## src/design/frm_rot_pkg.sv

```systemverilog
package frm_rot_pkg;

  localparam int MAX_DIM    = 64;
  localparam int PIXEL_BITS = 32;
  localparam int CFG_W      = 7;
  localparam int DIM_W      = $clog2(MAX_DIM + 1);
  localparam int IDX_W      = 6;
  localparam int ADDR_W     = $clog2(MAX_DIM * MAX_DIM);
  localparam int QUEUE_DEPTH = 4;
  localparam int QPTR_W     = $clog2(QUEUE_DEPTH);
  localparam int QCNT_W     = $clog2(QUEUE_DEPTH + 1);

  localparam logic ACT_LOAD = 1'b0;
  localparam logic ACT_READ = 1'b1;

  localparam logic REG_HEIGHT = 1'b0;
  localparam logic REG_WIDTH  = 1'b1;

  localparam logic [CFG_W-1:0] DIM_RESET = CFG_W'(MAX_DIM);

  typedef struct packed {
    logic        action;
    logic [31:0] pixel_in;
  } in_beat_t;

  typedef struct packed {
    logic [31:0]      pixel_out;
    logic [IDX_W-1:0] out_row;
    logic [IDX_W-1:0] out_col;
    logic             last_of_frame;
  } out_beat_t;

  typedef struct packed {
    logic                  is_read;
    logic [ADDR_W-1:0]     addr;
    logic [PIXEL_BITS-1:0] pixel;
    logic [IDX_W-1:0]      row;
    logic [IDX_W-1:0]      col;
    logic                  last;
  } op_t;

  function automatic logic [DIM_W-1:0] eff_dim(input logic [CFG_W-1:0] v);
    logic [DIM_W-1:0] res;
    if (v == '0) begin
      res = DIM_W'(1);
    end else if (32'(v) > 32'(MAX_DIM)) begin
      res = DIM_W'(MAX_DIM);
    end else begin
      res = DIM_W'(v);
    end
    return res;
  endfunction

endpackage

```

## src/design/frm_rot_front.sv

```systemverilog
module frm_rot_front
  import frm_rot_pkg::*;
(
  input  logic             clk_i,
  input  logic             rst_ni,
  input  logic             cfg_we_i,
  input  logic             cfg_idx_i,
  input  logic [CFG_W-1:0] cfg_data_i,
  input  logic             in_valid_i,
  output logic             in_ready_o,
  input  in_beat_t         in_beat_i,
  output logic             push_valid_o,
  input  logic             push_ready_i,
  output op_t              push_op_o
);

  logic [CFG_W-1:0]   height_q, width_q;
  logic [ADDR_W-1:0]  load_cnt_q, load_cnt_d;
  logic [IDX_W-1:0]   row_q, row_d, col_q, col_d;

  logic [DIM_W-1:0]   h, w, hm1c;
  logic [2*DIM_W-1:0] hw_prod, addr_prod;
  logic [ADDR_W:0]    total, lc_inc;
  logic [ADDR_W-1:0]  lc_cur, rd_addr;
  logic [IDX_W-1:0]   r_cur, c_cur;
  logic [DIM_W-1:0]   c_inc, r_inc;
  logic               wrap, last, accept;

  assign h       = eff_dim(height_q);
  assign w       = eff_dim(width_q);
  assign hw_prod = h * w;
  assign total   = hw_prod[ADDR_W:0];

  // load side
  assign lc_cur = ({1'b0, load_cnt_q} >= total) ? '0 : load_cnt_q;
  assign lc_inc = {1'b0, lc_cur} + (ADDR_W+1)'(1);

  // read side: rotated frame is w rows by h columns
  assign wrap      = ({1'b0, row_q} >= w) || ({1'b0, col_q} >= h);
  assign r_cur     = wrap ? '0 : row_q;
  assign c_cur     = wrap ? '0 : col_q;
  assign hm1c      = h - DIM_W'(1) - {1'b0, c_cur};
  assign addr_prod = hm1c * w + (2*DIM_W)'(r_cur);
  assign rd_addr   = addr_prod[ADDR_W-1:0];
  assign last      = ({1'b0, r_cur} == w - DIM_W'(1)) && ({1'b0, c_cur} == h - DIM_W'(1));
  assign c_inc     = {1'b0, c_cur} + DIM_W'(1);
  assign r_inc     = {1'b0, r_cur} + DIM_W'(1);

  assign accept = in_valid_i && push_ready_i;

  always_comb begin
    load_cnt_d = load_cnt_q;
    row_d      = row_q;
    col_d      = col_q;
    if (accept) begin
      if (in_beat_i.action == ACT_LOAD) begin
        load_cnt_d = (lc_inc >= total) ? '0 : lc_inc[ADDR_W-1:0];
      end else begin
        if (c_inc >= h) begin
          col_d = '0;
          row_d = (r_inc >= w) ? '0 : r_inc[IDX_W-1:0];
        end else begin
          col_d = c_inc[IDX_W-1:0];
          row_d = r_cur;
        end
      end
    end
  end

  always_ff @(posedge clk_i or negedge rst_ni) begin
    if (!rst_ni) begin
      height_q   <= DIM_RESET;
      width_q    <= DIM_RESET;
      load_cnt_q <= '0;
      row_q      <= '0;
      col_q      <= '0;
    end else begin
      if (cfg_we_i) begin
        case (cfg_idx_i)
          REG_HEIGHT: height_q <= cfg_data_i;
          REG_WIDTH:  width_q  <= cfg_data_i;
          default: ;
        endcase
      end
      load_cnt_q <= load_cnt_d;
      row_q      <= row_d;
      col_q      <= col_d;
    end
  end

  always_comb begin
    push_op_o.is_read = (in_beat_i.action == ACT_READ);
    push_op_o.addr    = push_op_o.is_read ? rd_addr : lc_cur;
    push_op_o.pixel   = PIXEL_BITS'(in_beat_i.pixel_in);
    push_op_o.row     = r_cur;
    push_op_o.col     = c_cur;
    push_op_o.last    = last;
  end

  assign push_valid_o = in_valid_i;
  assign in_ready_o   = push_ready_i;

endmodule

```

## config.mk

```make
export PLATFORM = sky130hd
export DESIGN_NAME = frm_rot_front
export DESIGN_NICKNAME = d
export VERILOG_FILES = /design/src/design/frm_rot_pkg.sv /design/src/design/frm_rot_front.sv
export SDC_FILE = /design/constraint.sdc
export NUM_CORES = 1
export LEC_CHECK = 0
export CAP_MARGIN = 20
export CORE_AREA = 8 8 139 141
export CTS_CLUSTER_DIAMETER = 50
export DETAILED_ROUTE_END_ITERATION = 8
export DIE_AREA = 0 0 147 149
export DONT_BUFFER_PORTS = 1
export SLEW_MARGIN = 10
export SYNTH_ARGS = -nofsm -noshare
export SYNTH_HDL_FRONTEND = slang
export SYNTH_SLANG_ARGS = --single-unit
```

## constraint.sdc

```tcl
create_clock -name clk_i -period 20.9 [get_ports clk_i]
set_clock_uncertainty 0.05 [all_clocks]
set_input_delay 0 -clock clk_i [delete_from_list [all_inputs] [get_ports clk_i]]
set_output_delay 0 -clock clk_i [all_outputs]
set_load 0.03 [all_outputs]
```

Word-level counts from Yosys, hierarchy flattened
Cells that the tools add are included.
Widths: inputs -> output; s select.
Storage, ports and cells
  flip-flop bits (word level): 38
  output and inout port bits: 60
  memories kept: 0
  latch bits: 0
  bits of input ports: 46
  bits in read-only memories: 0
  RAM bits: 0
Cells by class
  muxes and demuxes: 12
  add/sub/neg operators: 7
  divide/modulo/power cells: 0
  multiply operators: 2
  reductions and logical operators: 9
  bitwise gates (word level): 2
  eq/ne operators: 2
  magnitude comparators: 8
  shifts and indexed selects: 0
Operators with widths (number)
  $mux 12: 3
  $mux 6: 5
  $mux 7: 4
  $add 6x1->7 const B: 2
  $eq 6x7->1: 2
  $ge 6x7->1: 2
  $ge 7x7->1: 2
  $gt 7x7->1 const B: 2
  $logic_not 7->1: 2
  $sub 7x1->7 const B: 2
  $add 12x1->13 const B: 1
  $ge 12x13->1: 1
  $ge 13x13->1: 1
  $mul 7x7->13: 1
  $add 12x6->12: 1
  $mul 7x7->12: 1
  $reduce_and 2->1: 4
  $sub 7x6->7: 1
  $logic_and 1x1->1: 2
  $not 1->1: 2
  $logic_or 1x1->1: 1

Longest topological paths before layout
  depth in word-level cells: 10
  depth in mapped cells: 39
  gate-level depth less buffers: 36

Least setup slack after synthesis
No wires, ideal clock.
  kind: register to output
  start point: reg height_q[6]
  end point: out push_op_o[56] (netlist name)
  cell stages (with the launch flop): 36
  buffers on the path: 2
  slack: 12513 ps
  arrival time: 8337 ps
  cell sequence: dfstp_2 -> clkbuf_1 -> inv_2 -> o21ai_1 -> inv_1 -> ha_1 -> nand2b_1 -> a21o_1 -> a21o_1 -> a21oi_1 -> o22ai_1 -> nor2_1 -> clkbuf_1 -> inv_1 -> nor2_1 -> ha_1 -> nor2b_1 -> o21ai_0 -> nand2b_1 -> a21o_1 -> a21oi_1 -> xnor2_1 -> and2_1 -> fa_1 -> inv_1 -> fa_1 -> fa_1 -> inv_1 -> fa_1 -> ha_1 -> a21oi_1 -> o21bai_1 -> a21oi_1 -> o21ai_0 -> xnor2_1 -> mux2i_1
RTL lines
  start, declared: RTL line frm_rot_front.sv:17  | logic [CFG_W-1:0] height_q, width_q;
  start signal, assigned: RTL line frm_rot_front.sv:80  | REG_HEIGHT: height_q <= cfg_data_i;
  end, declared: RTL line frm_rot_front.sv:14  | output op_t push_op_o

==> out/results.txt <==
Hold Crit Start - cfg_idx_i
CTS Root Cell - clkbuf_16
sequential power share - 9.0%
Resized cells post-CTS - 0
diode count - 0
number of global-route vias before repair - 5598
clk buf depth - 2
WHS - 0.0643 ns
Crit. End Element - output port
Detail Route Antenna Nets - 0
gr usage total - 16.3%
core area - 0.0171 mm²
row count - 48
cell count after synthesis - 858
Compound-Gate Fraction of Synth Area - 14.2%
crit path time final - 9.84 ns
Routed WL - 17800 µm
Horiz. Die Dim - 147 µm
# DRC - 0
Nets - 1069
Synth Area in Adders - 34.9%
DR WL/cell - 16.5 µm
post-synthesis xor/xnor area fraction - 6.73%
Worst Tran Pin Value - 1.07 ns
slowest stage cell, crit path - dfstp_2
Clock Power Share - 6.6%
Clock transition at path regs - 0.06 ns
maximum vdd ir drop - 0.0867 mV
Synth warnings - 0
commonest non-fill, non-tap cell in the layout - ha_1
commonest cells after routing, fill and taps aside - ha_1, inv_1, nand2_1
largest area contributor in the netlist - ha_1
Pint - 0.000535 W
Syn Area/Cell - 8.35 µm²
Arr. time, crit path - 9.79 ns
Worst Path Max Fanout - 20
GPL Wtd Cong - 0.872
EDFF count, synth - 0
vias per inst - 5.33
largest family of logic cells by synthesized area - adder cells
status - finished clean
first-pass GRT wire length - 28800 µm
maximum capacitance violations - 0
Slew headroom - 27.8%
clk sinks - 38
number of synthesized register bits - 38
GR Overflow Total - 0
Combinational Power Share - 84.4%
starting DRC count in detailed routing - 372
area grow syn2layout - 7.97%
switching fraction of total power - 57.0%
area of the mapped netlist - 0.00716 mm²
Buf/Inv on CP - 6
area fraction of the dominant cell type after synthesis - 19.9%
Main synth FF type - dfrtp_1
largest stage delay on the critical path - 0.77 ns
Initial Util - 42.0%
Syn Nets - 1071
DIE AREA - 0.0219 mm²
die span in y - 149 µm
Net Sw Power - 0.000709 W
initial antenna violation count - 0
async set-reset flop share out of synthesis - 100%
filler instances - 1717
share of layout cells above drive strength 1 - 5.37%
Pleak - 3.84 nW
CTS tree - built
simple-gate portion of the synthesized area - 17.4%
delay-heaviest family, CP - adder cells
crit path launch - width_q[6]
final setup TNS - 0 ns
Port-buffer cells - 0
drt first pass iters - 6
synth top area cells - ha_1, fa_1, dfrtp_1
R2R Path Start - width_q[6]
Unique masters post-synth - 69
RSZ-0062 raised after global routing - false
CTS buffer count - 5
mux contribution to synthesized area - 2.76%
final setup fails - 0
Worst setup SP type - flip-flop
worst min path class - primary input to flip-flop
I/O Pins - 106
Final Hold Viols - 0
Clk Latency, worst-skew pair - 0.30 ns
placed wire-length estimate - 14200 µm
r2r setup slk - 11.68 ns
CTS H-tree lvls - 2
critical path type - flip-flop to output port
post-synthesis sequential area ratio - 13.3%
max-slew violation count - 0
CP required - 20.85 ns
Vias - 5771
max frequency - 0.102 GHz
Cell Pwr Density - 161 mW/mm²
final critical-path share of the clock period - 47.1%
largest net degree at the start of global routing - 39
-- cells in the mapped netlist, types with 2 or more instances --
cell type / instances
o21ai_0: 21
buf_4: 37
and3_1: 5
dfstp_2: 2
a211oi_1: 3
a211o_1: 2
or4_1: 3
or2_2: 5
a22o_1: 7
dfrtp_1: 36
o41ai_1: 3
and2_1: 6
mux2_2: 14
nand4_1: 4
nor4_1: 2
clkbuf_1: 19
nor3_1: 7
ha_1: 114
o22a_1: 3
o21ai_1: 5
inv_1: 105
o21bai_1: 6
o211ai_1: 5
a21o_1: 26
xor2_1: 16
o21a_1: 4
nand2_1: 90
mux2i_1: 4
nor2b_1: 16
o22ai_1: 2
buf_2: 2
a21oi_1: 37
nand3_1: 13
nor2_1: 81
and3b_1: 2
nand2b_1: 13
o211a_1: 2
fa_1: 53
o31ai_1: 7
xnor2_1: 39
or3_1: 9
-- cells by family (layout without fill, tap and decap cells) --
logic type,Yosys count,after routing
simple gates,266,266
compound gates,147,147
flops,38,38
fa+ha+maj,168,168
mux,18,18
buf+inv,166,165
xor+xnor,55,55
-- final cells by class --
type	instances	area [µm²]	area share, %
clock inverters	2	12.5	0.162
inverters	107	402	5.19
well taps	225	282	3.64
clock buffers	6	139	1.80
repair buffers	50	500	6.47
flip-flops and latches	38	953	12.3
multi-input cells	654	5440	70.4
-- layer usage --
metal	vias up	routed length, µm	global-route usage [%]
met5	-	0	0
met3	16	971	3.34
li1	2833	-	-
met2	139	8580	27.1
met1	2783	7890	20.7
met4	0	365	5.30
-- sequential cells by signal, summed over array words and instances, names as in the netlist --
register,count
col_q,6
load_cnt_q,12
row_q,6
height_q,7
width_q,7
-- through the flow --
step / util, % / std cells / total power, W / worst slack (ns) / cell area, µm²
3_5_place_dp: 41.7 / 1028 / 0.00116 / 11.40 / 7110
3_3_place_gp: 41.7 / 1028 / 0.00115 / 11.66 / 7110
6_report: 45.3 / 1082 / 0.00124 / 11.06 / 7730
2_1_floorplan: - / 858 / 0.000954 / 12.51 / 7160
5_1_grt: 45.3 / 1082 / 0.00139 / 10.33 / 7730
4_1_cts: 45.3 / 1082 / 0.00127 / 11.05 / 7730
-- timing repair --
action | in CTS | in global routing
hold buffers | 46 | 0
hold endpoints to repair | 87 | 0
buffers inserted | 0 | 0
-- power by group through the flow --
stage / clock (W) / sequential, W / combinational [W]
floorplan: 0 / 0.000101 / 0.000853
global placement: 0 / 0.000113 / 0.00104
detailed placement: 0 / 0.000113 / 0.00104
CTS: 0.0000838 / 0.000112 / 0.00107
global route: 0.0000862 / 0.000115 / 0.00119
finish: 0.0000816 / 0.000112 / 0.00105
-- final timing paths --
path / endpoint / depth (start not counted)
setup / recovery: push_op_o[56] / 33
max in group asynchronous: width_q[6] / 2
hold / removal: height_q[0] / 2
hold reg to reg: col_q[0] / 2
min in group asynchronous: load_cnt_q[8] / 2
setup reg to reg: load_cnt_q[4] / 35
-- worst register-to-register path, delay by kind of cell, from the launching register on --
family / cells / cell delay (ns)
xor+xnor: 1 / 0.13
buf+inv: 5 / 0.73
simple gates: 8 / 1.67
fa+ha+maj: 8 / 3.37
flops: 1 / 0.77
compound gates: 13 / 2.42
No activity file was read; power rests on OpenSTA's default activity.
