## src/design/frm_rot_pkg.sv

```systemverilog
package frm_rot_pkg;

  localparam int MAX_DIM    = 64;
  localparam int PIXEL_BITS = 32;
  localparam int CFG_W      = 7;
  localparam int DIM_W      = $clog2(MAX_DIM + 1);
  localparam int IDX_W      = 6;
  localparam int ADDR_W     = $clog2(MAX_DIM * MAX_DIM);
  localparam int QUEUE_DEPTH = 4;
  localparam int QPTR_W     = $clog2(QUEUE_DEPTH);
  localparam int QCNT_W     = $clog2(QUEUE_DEPTH + 1);

  localparam logic ACT_LOAD = 1'b0;
  localparam logic ACT_READ = 1'b1;

  localparam logic REG_HEIGHT = 1'b0;
  localparam logic REG_WIDTH  = 1'b1;

  localparam logic [CFG_W-1:0] DIM_RESET = CFG_W'(MAX_DIM);

  typedef struct packed {
    logic        action;
    logic [31:0] pixel_in;
  } in_beat_t;

  typedef struct packed {
    logic [31:0]      pixel_out;
    logic [IDX_W-1:0] out_row;
    logic [IDX_W-1:0] out_col;
    logic             last_of_frame;
  } out_beat_t;

  typedef struct packed {
    logic                  is_read;
    logic [ADDR_W-1:0]     addr;
    logic [PIXEL_BITS-1:0] pixel;
    logic [IDX_W-1:0]      row;
    logic [IDX_W-1:0]      col;
    logic                  last;
  } op_t;

  function automatic logic [DIM_W-1:0] eff_dim(input logic [CFG_W-1:0] v);
    logic [DIM_W-1:0] res;
    if (v == '0) begin
      res = DIM_W'(1);
    end else if (32'(v) > 32'(MAX_DIM)) begin
      res = DIM_W'(MAX_DIM);
    end else begin
      res = DIM_W'(v);
    end
    return res;
  endfunction

endpackage

```

## src/design/frm_rot_queue.sv

```systemverilog
module frm_rot_queue
  import frm_rot_pkg::*;
(
  input  logic clk_i,
  input  logic rst_ni,
  input  logic push_valid_i,
  output logic push_ready_o,
  input  op_t  push_op_i,
  output logic pop_valid_o,
  input  logic pop_ready_i,
  output op_t  pop_op_o
);

  op_t               slot_q [QUEUE_DEPTH];
  logic [QPTR_W-1:0] wr_ptr_q, rd_ptr_q;
  logic [QCNT_W-1:0] count_q;
  logic              push, pop;

  assign push_ready_o = (count_q != QCNT_W'(QUEUE_DEPTH));
  assign pop_valid_o  = (count_q != '0);
  assign push         = push_valid_i && push_ready_o;
  assign pop          = pop_valid_o && pop_ready_i;
  assign pop_op_o     = slot_q[rd_ptr_q];

  always_ff @(posedge clk_i) begin
    if (push) begin
      slot_q[wr_ptr_q] <= push_op_i;
    end
  end

  always_ff @(posedge clk_i or negedge rst_ni) begin
    if (!rst_ni) begin
      wr_ptr_q <= '0;
      rd_ptr_q <= '0;
      count_q  <= '0;
    end else begin
      if (push) begin
        wr_ptr_q <= (32'(wr_ptr_q) == QUEUE_DEPTH - 1) ? '0 : wr_ptr_q + QPTR_W'(1);
      end
      if (pop) begin
        rd_ptr_q <= (32'(rd_ptr_q) == QUEUE_DEPTH - 1) ? '0 : rd_ptr_q + QPTR_W'(1);
      end
      case ({push, pop})
        2'b10:   count_q <= count_q + QCNT_W'(1);
        2'b01:   count_q <= count_q - QCNT_W'(1);
        default: count_q <= count_q;
      endcase
    end
  end

endmodule

```

## config.mk

```make
export PLATFORM = sky130hd
export DESIGN_NAME = frm_rot_queue
export DESIGN_NICKNAME = d
export VERILOG_FILES = /design/src/design/frm_rot_pkg.sv /design/src/design/frm_rot_queue.sv
export SDC_FILE = /design/constraint.sdc
export NUM_CORES = 1
export LEC_CHECK = 0
export BUFFER_PORTS_ARGS = -buffer_cell sky130_fd_sc_hd__clkbuf_2
export CAP_MARGIN = 40
export CORE_ASPECT_RATIO = 1.4
export CORE_MARGIN = 2
export CORE_UTILIZATION = 50
export CTS_BUF_LIST = sky130_fd_sc_hd__clkbuf_8
export CTS_CLUSTER_SIZE = 16
export DETAILED_ROUTE_END_ITERATION = 10
export PLACE_DENSITY = 0.71
export SYNTH_ARGS = -nofsm -noshare
export SYNTH_HDL_FRONTEND = slang
export SYNTH_SLANG_ARGS = --single-unit
```

## constraint.sdc

```tcl
create_clock -name clk_i -period 7.2 [get_ports clk_i]
set_clock_uncertainty 0.2 [all_clocks]
set_input_delay 0.36 -clock clk_i [delete_from_list [all_inputs] [get_ports clk_i]]
set_output_delay 0.36 -clock clk_i [all_outputs]
set_load 0.02 [all_outputs]
```

# After elaboration in Yosys (flattened, before gate mapping)
# Memories as Yosys holds them, arrays and structs flattened.
# Cells that the tools add are included.
dict set report classes {
  shift 0
  reduce_logical 4
  n_lt_le_gt_ge 0
  n_bitwise 0
  n_eq_ne 5
  muxes 5
  multipliers 0
  n_div 0
  n_addsub 4
}
# cell count
set ops {}
lappend ops {{$eq 2x2->1 const B} 3}
lappend ops {{$pmux 3 s2} 1}
lappend ops {{$add 2x1->2 const B} 2}
lappend ops {{$mux 2} 2}
lappend ops {{$add 3x1->3 const B} 1}
lappend ops {{$ne 3x3->1 const B} 1}
lappend ops {{$reduce_bool 3->1} 1}
lappend ops {{$sub 3x1->3 const B} 1}
lappend ops {{$eq 2x1->1 const B} 1}
lappend ops {{$logic_and 1x1->1} 2}
lappend ops {{$mux 1} 2}
lappend ops {{$reduce_bool 2->1} 1}
dict set report totals {
  elab_cells 22
  n_memories 1
  regBits 7
  in_bits 62
  ramBits 232
  latchBits 0
  romBits 0
}
# name words width read_ports rd_ports_with_merged_regs wr line_no
set mem_list {}
lappend mem_list {slot_q 4 58 1 0 1 frm_rot_queue.sv:14} ;# op_t slot_q [QUEUE_DEPTH];

# Logic depth before layout (Yosys ltp)
# Gate-level depths: netlist of run 1.
dict set report logic_depth {
  word_depth 4
  mapped_depth 9
  ltp_nobuf 9
}

# Worst setup path before layout of run 1
# OpenSTA, ideal clock, no wires.
dict set report synth_timing {
  path_kind {register to register}
  startpoint {reg count_q[0]}
  endpoint {reg count_q[2]}
  arrival_ns 2.039
  t_required_ns 6.921
  setup_slack_ns 4.881
  setup_time_ns 0.079
  stages_incl_launch_ff 10
  period_less_slack_ns 2.319
  path_cell_list {dfrtp_1 or3b_4 and2_4 inv_1 ha_1 inv_1 fa_1 xor2_1 nor2_1 xor2_1}
}
dict set report synth_between {
  elab_chain_len 4
}
# element line_no
set synth_lines {}
lappend synth_lines {{from (decl)} frm_rot_queue.sv:16} ;# logic [QCNT_W-1:0] count_q;
lappend synth_lines {{from (signal assigned)} frm_rot_queue.sv:44} ;# 2'b10: count_q <= count_q + QCNT_W'(1);
lappend synth_lines {{from (signal assigned)} frm_rot_queue.sv:45} ;# 2'b01: count_q <= count_q - QCNT_W'(1);
lappend synth_lines {{from (signal assigned)} frm_rot_queue.sv:46} ;# default: count_q <= count_q;
lappend synth_lines {{$ne 3x3->1 *} frm_rot_queue.sv:19} ;# assign push_ready_o = (count_q != QCNT_W'(QUEUE_DEPTH));
lappend synth_lines {{named net push_ready_o} frm_rot_queue.sv:7} ;# output logic push_ready_o,
lappend synth_lines {{$logic_and 1x1->1 *} frm_rot_queue.sv:21} ;# assign push = push_valid_i && push_ready_o;
lappend synth_lines {{$eq 2x1->1 or $eq 2x2->1 (tied branches)} frm_rot_queue.sv:43} ;# case ({push, pop})
lappend synth_lines {{$pmux 3 s2 or $reduce_bool 2->1 (tied branches)} n/a}
# Mark *: on every way through the listed nets, which the timed path passes. The rest lies on a longest branch.
# A chain may end at the register's enable or synchronous reset.

==> results.ini, run 1 <==
[setup_path]
endpoint = pop_op_o[56]
reg2reg_slack_ns = 4.76
criticalPathCategory = flop to output pin
start_kind = flop
rr_endpoint = count_q[2]
reg2reg_depth = 9
end_kind = output pin
worstPathArrival_ns = 2.75
timing.rr.start = count_q[0]
startpoint = rd_ptr_q[0]
cp.required_ns = 6.64
path_max_fanout = 31

[placement]
dp_hpwl_um = 9449
placed_cell_area_um2 = 9819
place_congestion = 0.7063
place_inst = 698
post-place-ws_ns = 4.283
numPortBuffers = 121

[cts]
cts_tree = done
path_clk_slew_ns = 0.06
cts.repair.resized = 0
cts_max_level = 2
clkSinkCount = 239
clkLatencyLatePin_ns = 0.49
cts_buffers = 35
clockBufferDepth = 3
cts_root_buf = clkbuf_8
post-cts-setup-buffer-count = 0

[layout]
syn_to_final_growth_pct = 25.71
post-route-cell-area_um2 = 11060
post-route-util_pct = 63.82
layoutNonFillerInstCount = 822
layout-drive-gt1-share_pct = 42.98
nNetsFinal = 627

[sta]
hold_viol = 0
fin_crit_sh_pct = 46.02
worst_slew_pin_slew_ns = 0.6402
worst_hold_slack_ns = 0.04622
fin_ws_ns = 3.887
max_freq_mhz = 301.8
setup_viol = 0
finalCriticalPeriod_ns = 3.313
final.setup.tns_ns = 0
slew_headroom_pct = 57.32
slew_viol_final = 0
rsz0062_at_grt = no

[die]
rows = 57
start_util_pct = 50.77
fp.dieW_um = 116.1
ios = 122
fp.dieH_um = 161.0
core_um2 = 17330
dieArea_um2 = 18690

[synthesis]
synth_cell_types = 20
synth_cells = 344
synth_largest_area_cell = edfxtp_1
synth_nets = 413
synth_area_um2 = 8798
seq_area_frac_synth_pct = 81.17
ys_warn_count = 0
ys_ff_latch = 239
synth_top_area_share_pct = 79.18
synthTopCellsByArea = edfxtp_1, mux4_2, dfrtp_1
syn_area_per_cell_um2 = 25.58

[global_route]
grt_max_degree = 41
grt_usage_pct = 17.69
first_global_vias = 4735
antenna_found_initial = 2
grt_pass1_wl_um = 24910
overflow = 0

[job]
maxCapViolations = 0

[route]
viasPerCell = 5.195
ant_nets = 0
wl_per_cell_um = 19.15
vias = 4270
drt_iter0_markers = 288
drtPass1Iterations = 5
routed_wirelength_um = 15740
drc = 0

[power]
internal-power_mw = 2.983
comb_power_share_pct = 33.0
power_density_nw_per_um2 = 396.2
ir_drop_mv = 0.2602
p_sw_mw = 1.400
cellLeakagePower_nw = 3.958
pwr-share-clk_pct = 22.4
seq_power_share_pct = 44.5
switching_share_pct = 31.94
power_mw = 4.383

[worst_hold_path]
hold_class = primary input to async pin

[status]
run_status = finished clean

[metal layers]
layer,wire length [um],part of all wire (%),GRT usage (%)
met1,6303,40,22.68
met2,8452,54,30.09
met3,744,4.7,3.925
met4,238,1.5,5.790
met5,0,0,0
[worst max-delay path, stage by stage (launching register included)]
cell	delay [ns]
dfrtp_4	0.82
buf_4	0.64
mux4_2	0.61
clkbuf_2	0.17
[cells by family (layout without fill, tap and decap cells)]
| logic type | Yosys count | count (layout) | share of synthesized area [%] |
|---|---|---|---|
| multiplexers | 63 | 63 | 15.56 |
| buffers and inverters | 21 | 261 | 1.067 |
| flip-flops | 239 | 239 | 81.17 |
| other | 0 | 2 | 0 |
| XOR/XNOR | 3 | 3 | 0.2987 |
| adder cells (fa/ha/maj) | 7 | 7 | 1.081 |
| AND/OR/NAND/NOR | 11 | 11 | 0.8248 |
[cells in the mapped netlist, drive strengths merged]
cell type and instances:
dfrtp 7, and3 4, mux4 58, buf 10, or3b 1, xor2 2, xnor2 1, mux2 4
clkbuf 4, fa 1, or3 1, and2 1, nor2 3, ha 6, nand2 1, edfxtp 232
mux2i 1, inv 7
[registers in the layout, summed over array words and instances (netlist names)]
signal    cells
rd_ptr_q      2
count_q       3
wr_ptr_q      2
slot_q      232
[layout by cell type, fill, tap and decap left out, types with 4 or more instances in the layout]
cell type and instances:
ha_1 6, buf_4 6, clkinv_2 10, dlygate4sd3_1 59
inv_1 17, mux4_2 58, and3_2 4, buf_16 5
clkbuf_2 121, dfrtp_1 5, clkinv_1 5, clkbuf_8 37
edfxtp_1 232
[what timing repair did]
item,in CTS,in global routing
hold buffers,59,0
endpoints found under the setup margin,0,0
hold endpoints to repair,239,0
[worst min-delay path by stage]
stage | to | slack [ns] | depth (start not counted)
global route | rd_ptr_q[0] | 0.04 | 2
floorplan | count_q[0] | -0.14 | 0
finish | wr_ptr_q[0] | 0.05 | 2
global placement | wr_ptr_q[0] | 0.007 | 1
detailed placement | wr_ptr_q[0] | 0.02 | 1
CTS | wr_ptr_q[0] | 0.03 | 2
[area by class of cell]
cell class / instances / area, um^2
well taps: 236 / 295.3
fillers: 1193 / 6270
repair buffers: 191 / 1379
clock inverters: 26 / 136.4
multi-input cells: 84 / 1563
flip-flops and latches: 239 / 7147
inverters: 7 / 26.28
diodes: 2 / 5.005
clock buffers: 37 / 509.2
[power by group through the flow]
stage          Sequential, mW  Clock [mW]  Combinational [mW]
6_report                 1.95       0.983                1.45
5_1_grt                  1.98        1.08                1.55
4_1_cts                  1.96        1.01                1.48
3_5_place_dp             1.99           0                1.45
3_3_place_gp             1.97           0                1.38
2_1_floorplan            1.91           0                1.02
No activity file was read; power rests on OpenSTA's default activity.
==> inputs of run 2 (changes only) <==
- clock period: 7.2 -> 3.44 ns (I/O delays scaled with it)
==> results.ini, run 2 (same netlist as run 1, synthesis figures left out) <==
[status]
run_status = finished clean

[sta]
fin_crit_sh_pct = 82.90
slew_viol_final = 0  ; unchanged
hold_viol = 0  ; unchanged
max_freq_mhz = 350.6
worst_slew_pin_slew_ns = 0.8084  ; +0.1681 ns
finalCriticalPeriod_ns = 2.852
slew_headroom_pct = 46.11  ; -11 points
setup_viol = 0  ; unchanged
final.setup.tns_ns = 0  ; unchanged
rsz0062_at_grt = no

[route]
viasPerCell = 5.181  ; -0.26%
drtPass1Iterations = 4  ; -1
drt_iter0_markers = 188  ; -35%
drc = 0  ; unchanged
vias = 4228  ; -0.98%
ant_nets = 0  ; unchanged
wl_per_cell_um = 19.73  ; +3.1%
routed_wirelength_um = 16100  ; +2.3%

[setup_path]
path_max_fanout = 38  ; +23%
worstPathArrival_ns = 2.48  ; -0.27 ns
cp.required_ns = 3.07  ; -3.57 ns
startpoint = rd_ptr_q[0]
criticalPathCategory = flop to output pin
timing.rr.start = count_q[0]
end_kind = output pin
start_kind = flop

[layout]
syn_to_final_growth_pct = 24.87
layout-drive-gt1-share_pct = 41.90  ; -1.1 points
top_regs = slot_q x232, count_q x3
layout_commonest_cell = edfxtp_1
nNetsFinal = 630  ; +0.48%
post-route-cell-area_um2 = 10990  ; -0.67%
layout_common_cells = edfxtp_1, clkbuf_2, dlygate4sd3_1
largest_register_ffs = 232  ; unchanged
top_register = slot_q
diodes = 0  ; -2
post-route-util_pct = 63.40  ; -0.43 points

[die]
start_util_pct = 50.77  ; unchanged
fp.dieH_um = 161.0  ; unchanged
fp.dieW_um = 116.1  ; unchanged
core_um2 = 17330  ; unchanged
ios = 122  ; unchanged
dieArea_um2 = 18690  ; unchanged
rows = 57  ; unchanged

[worst_hold_path]
min_from = push_op_i[52]
hold_class = primary input to flop

[global_route]
antenna_found_initial = 0  ; -2
overflow = 0  ; unchanged
first_global_vias = 4807  ; +1.5%
grt_max_degree = 39  ; -4.9%
grt_pass1_wl_um = 25300  ; +1.5%
grt_usage_pct = 18.12  ; +0.42 points

[power]
ir_drop_mv = 0.4423  ; +70%
power_density_nw_per_um2 = 823.1  ; +110%
cellLeakagePower_nw = 3.918  ; -1.0%

[cts]
path_clk_slew_ns = 0.06  ; about the same
cts_root_buf = clkbuf_8
cts_tree = done
clockBufferDepth = 3  ; unchanged
post-cts-setup-buffer-count = 0  ; unchanged
cts_max_level = 2  ; unchanged
clkSinkCount = 239  ; unchanged
clkLatencyLatePin_ns = 0.50  ; about the same
cts_buffers = 35  ; unchanged

[placement]
numPortBuffers = 121  ; unchanged
placed_cell_area_um2 = 9782  ; -0.38%
place_congestion = 0.7192  ; +1.8%
dp_hpwl_um = 9630  ; +1.9%

[job]
maxCapViolations = 0  ; unchanged

## run 2: cell count changes in the layout (fill, tap and decap cells not counted)
cell / delta
buf_12: +5
buf_16: -5
bufinv_16: -1
clkinv_2: -7
diode_2: -2
dlygate4sd3_1: +3
inv_1: +1
## run 2: cell type report
class / count / area (um^2)
Clock buffer: 37 / 509.2
Multi-Input combinational cell: 84 / 1563
Tap cell: 236 / 295.3
Inverter: 7 / 26.28
Fill cell: 1222 / 6344
Sequential cell: 239 / 7147
Clock inverter: 19 / 75.07
Timing Repair Buffer: 194 / 1371
## run 2: path summary, 6_finish.rpt
check / slack, ns / cells past startpoint / to
hold reg to reg: 0.29 / 1 / count_q[2]
setup / recovery: 0.59 / 3 / pop_op_o[31]
min in group asynchronous: 0.41 / 3 / wr_ptr_q[1]
max in group asynchronous: 2.35 / 3 / rd_ptr_q[0]
hold / removal: 0.23 / 2 / slot_q[2][52]
setup reg to reg: 1.00 / 9 / count_q[2]
## run 2: where the power goes
| group | leakage, nW | internal [mW] | switching (mW) |
|---|---|---|---|
| Combinational | 1.37 | 1.30 | 1.61 |
| Sequential | 2.21 | 3.85 | 0.348 |
| Clock | 0.344 | 0.982 | 0.958 |
## run 2: routing by layer
layer / track usage (%) / vias up / wire [um]
met3: 3.396 / 42 / 653
met1: 22.04 / 2170 / 6299
met5: 0 / - / 0
li1: - / 1893 / -
met4: 8.279 / 0 / 584
met2: 31.26 / 123 / 8563
## run 2: repair_timing
action	in CTS	in global routing
hold buffers	62	0
endpoints found under the setup margin	0	0
resized for setup	0	0
endpoints found under the hold margin	243	0
## run 2: metrics by stage
stage | setup WS, ns | hold WS (ns) | instances | power, mW
final | 0.5881 | 0.2259 | 816 | 9.044
after global routing | 0.3993 | 0.2315 | 816 | 9.489
after CTS | 0.4719 | 0.2068 | 816 | 9.183
after detailed placement | 1.021 | -0.1778 | 698 | 7.170
after global placement | 1.021 | -0.1748 | 698 | 7.099
after floorplan | 1.121 | -0.3236 | 344 | 6.143
## run 2: worst max-delay path, cell delays in order (launching register included)
cell and delay [ns]:
dfrtp_4 0.93, buf_12 0.31, mux4_2 0.55, clkbuf_2 0.18
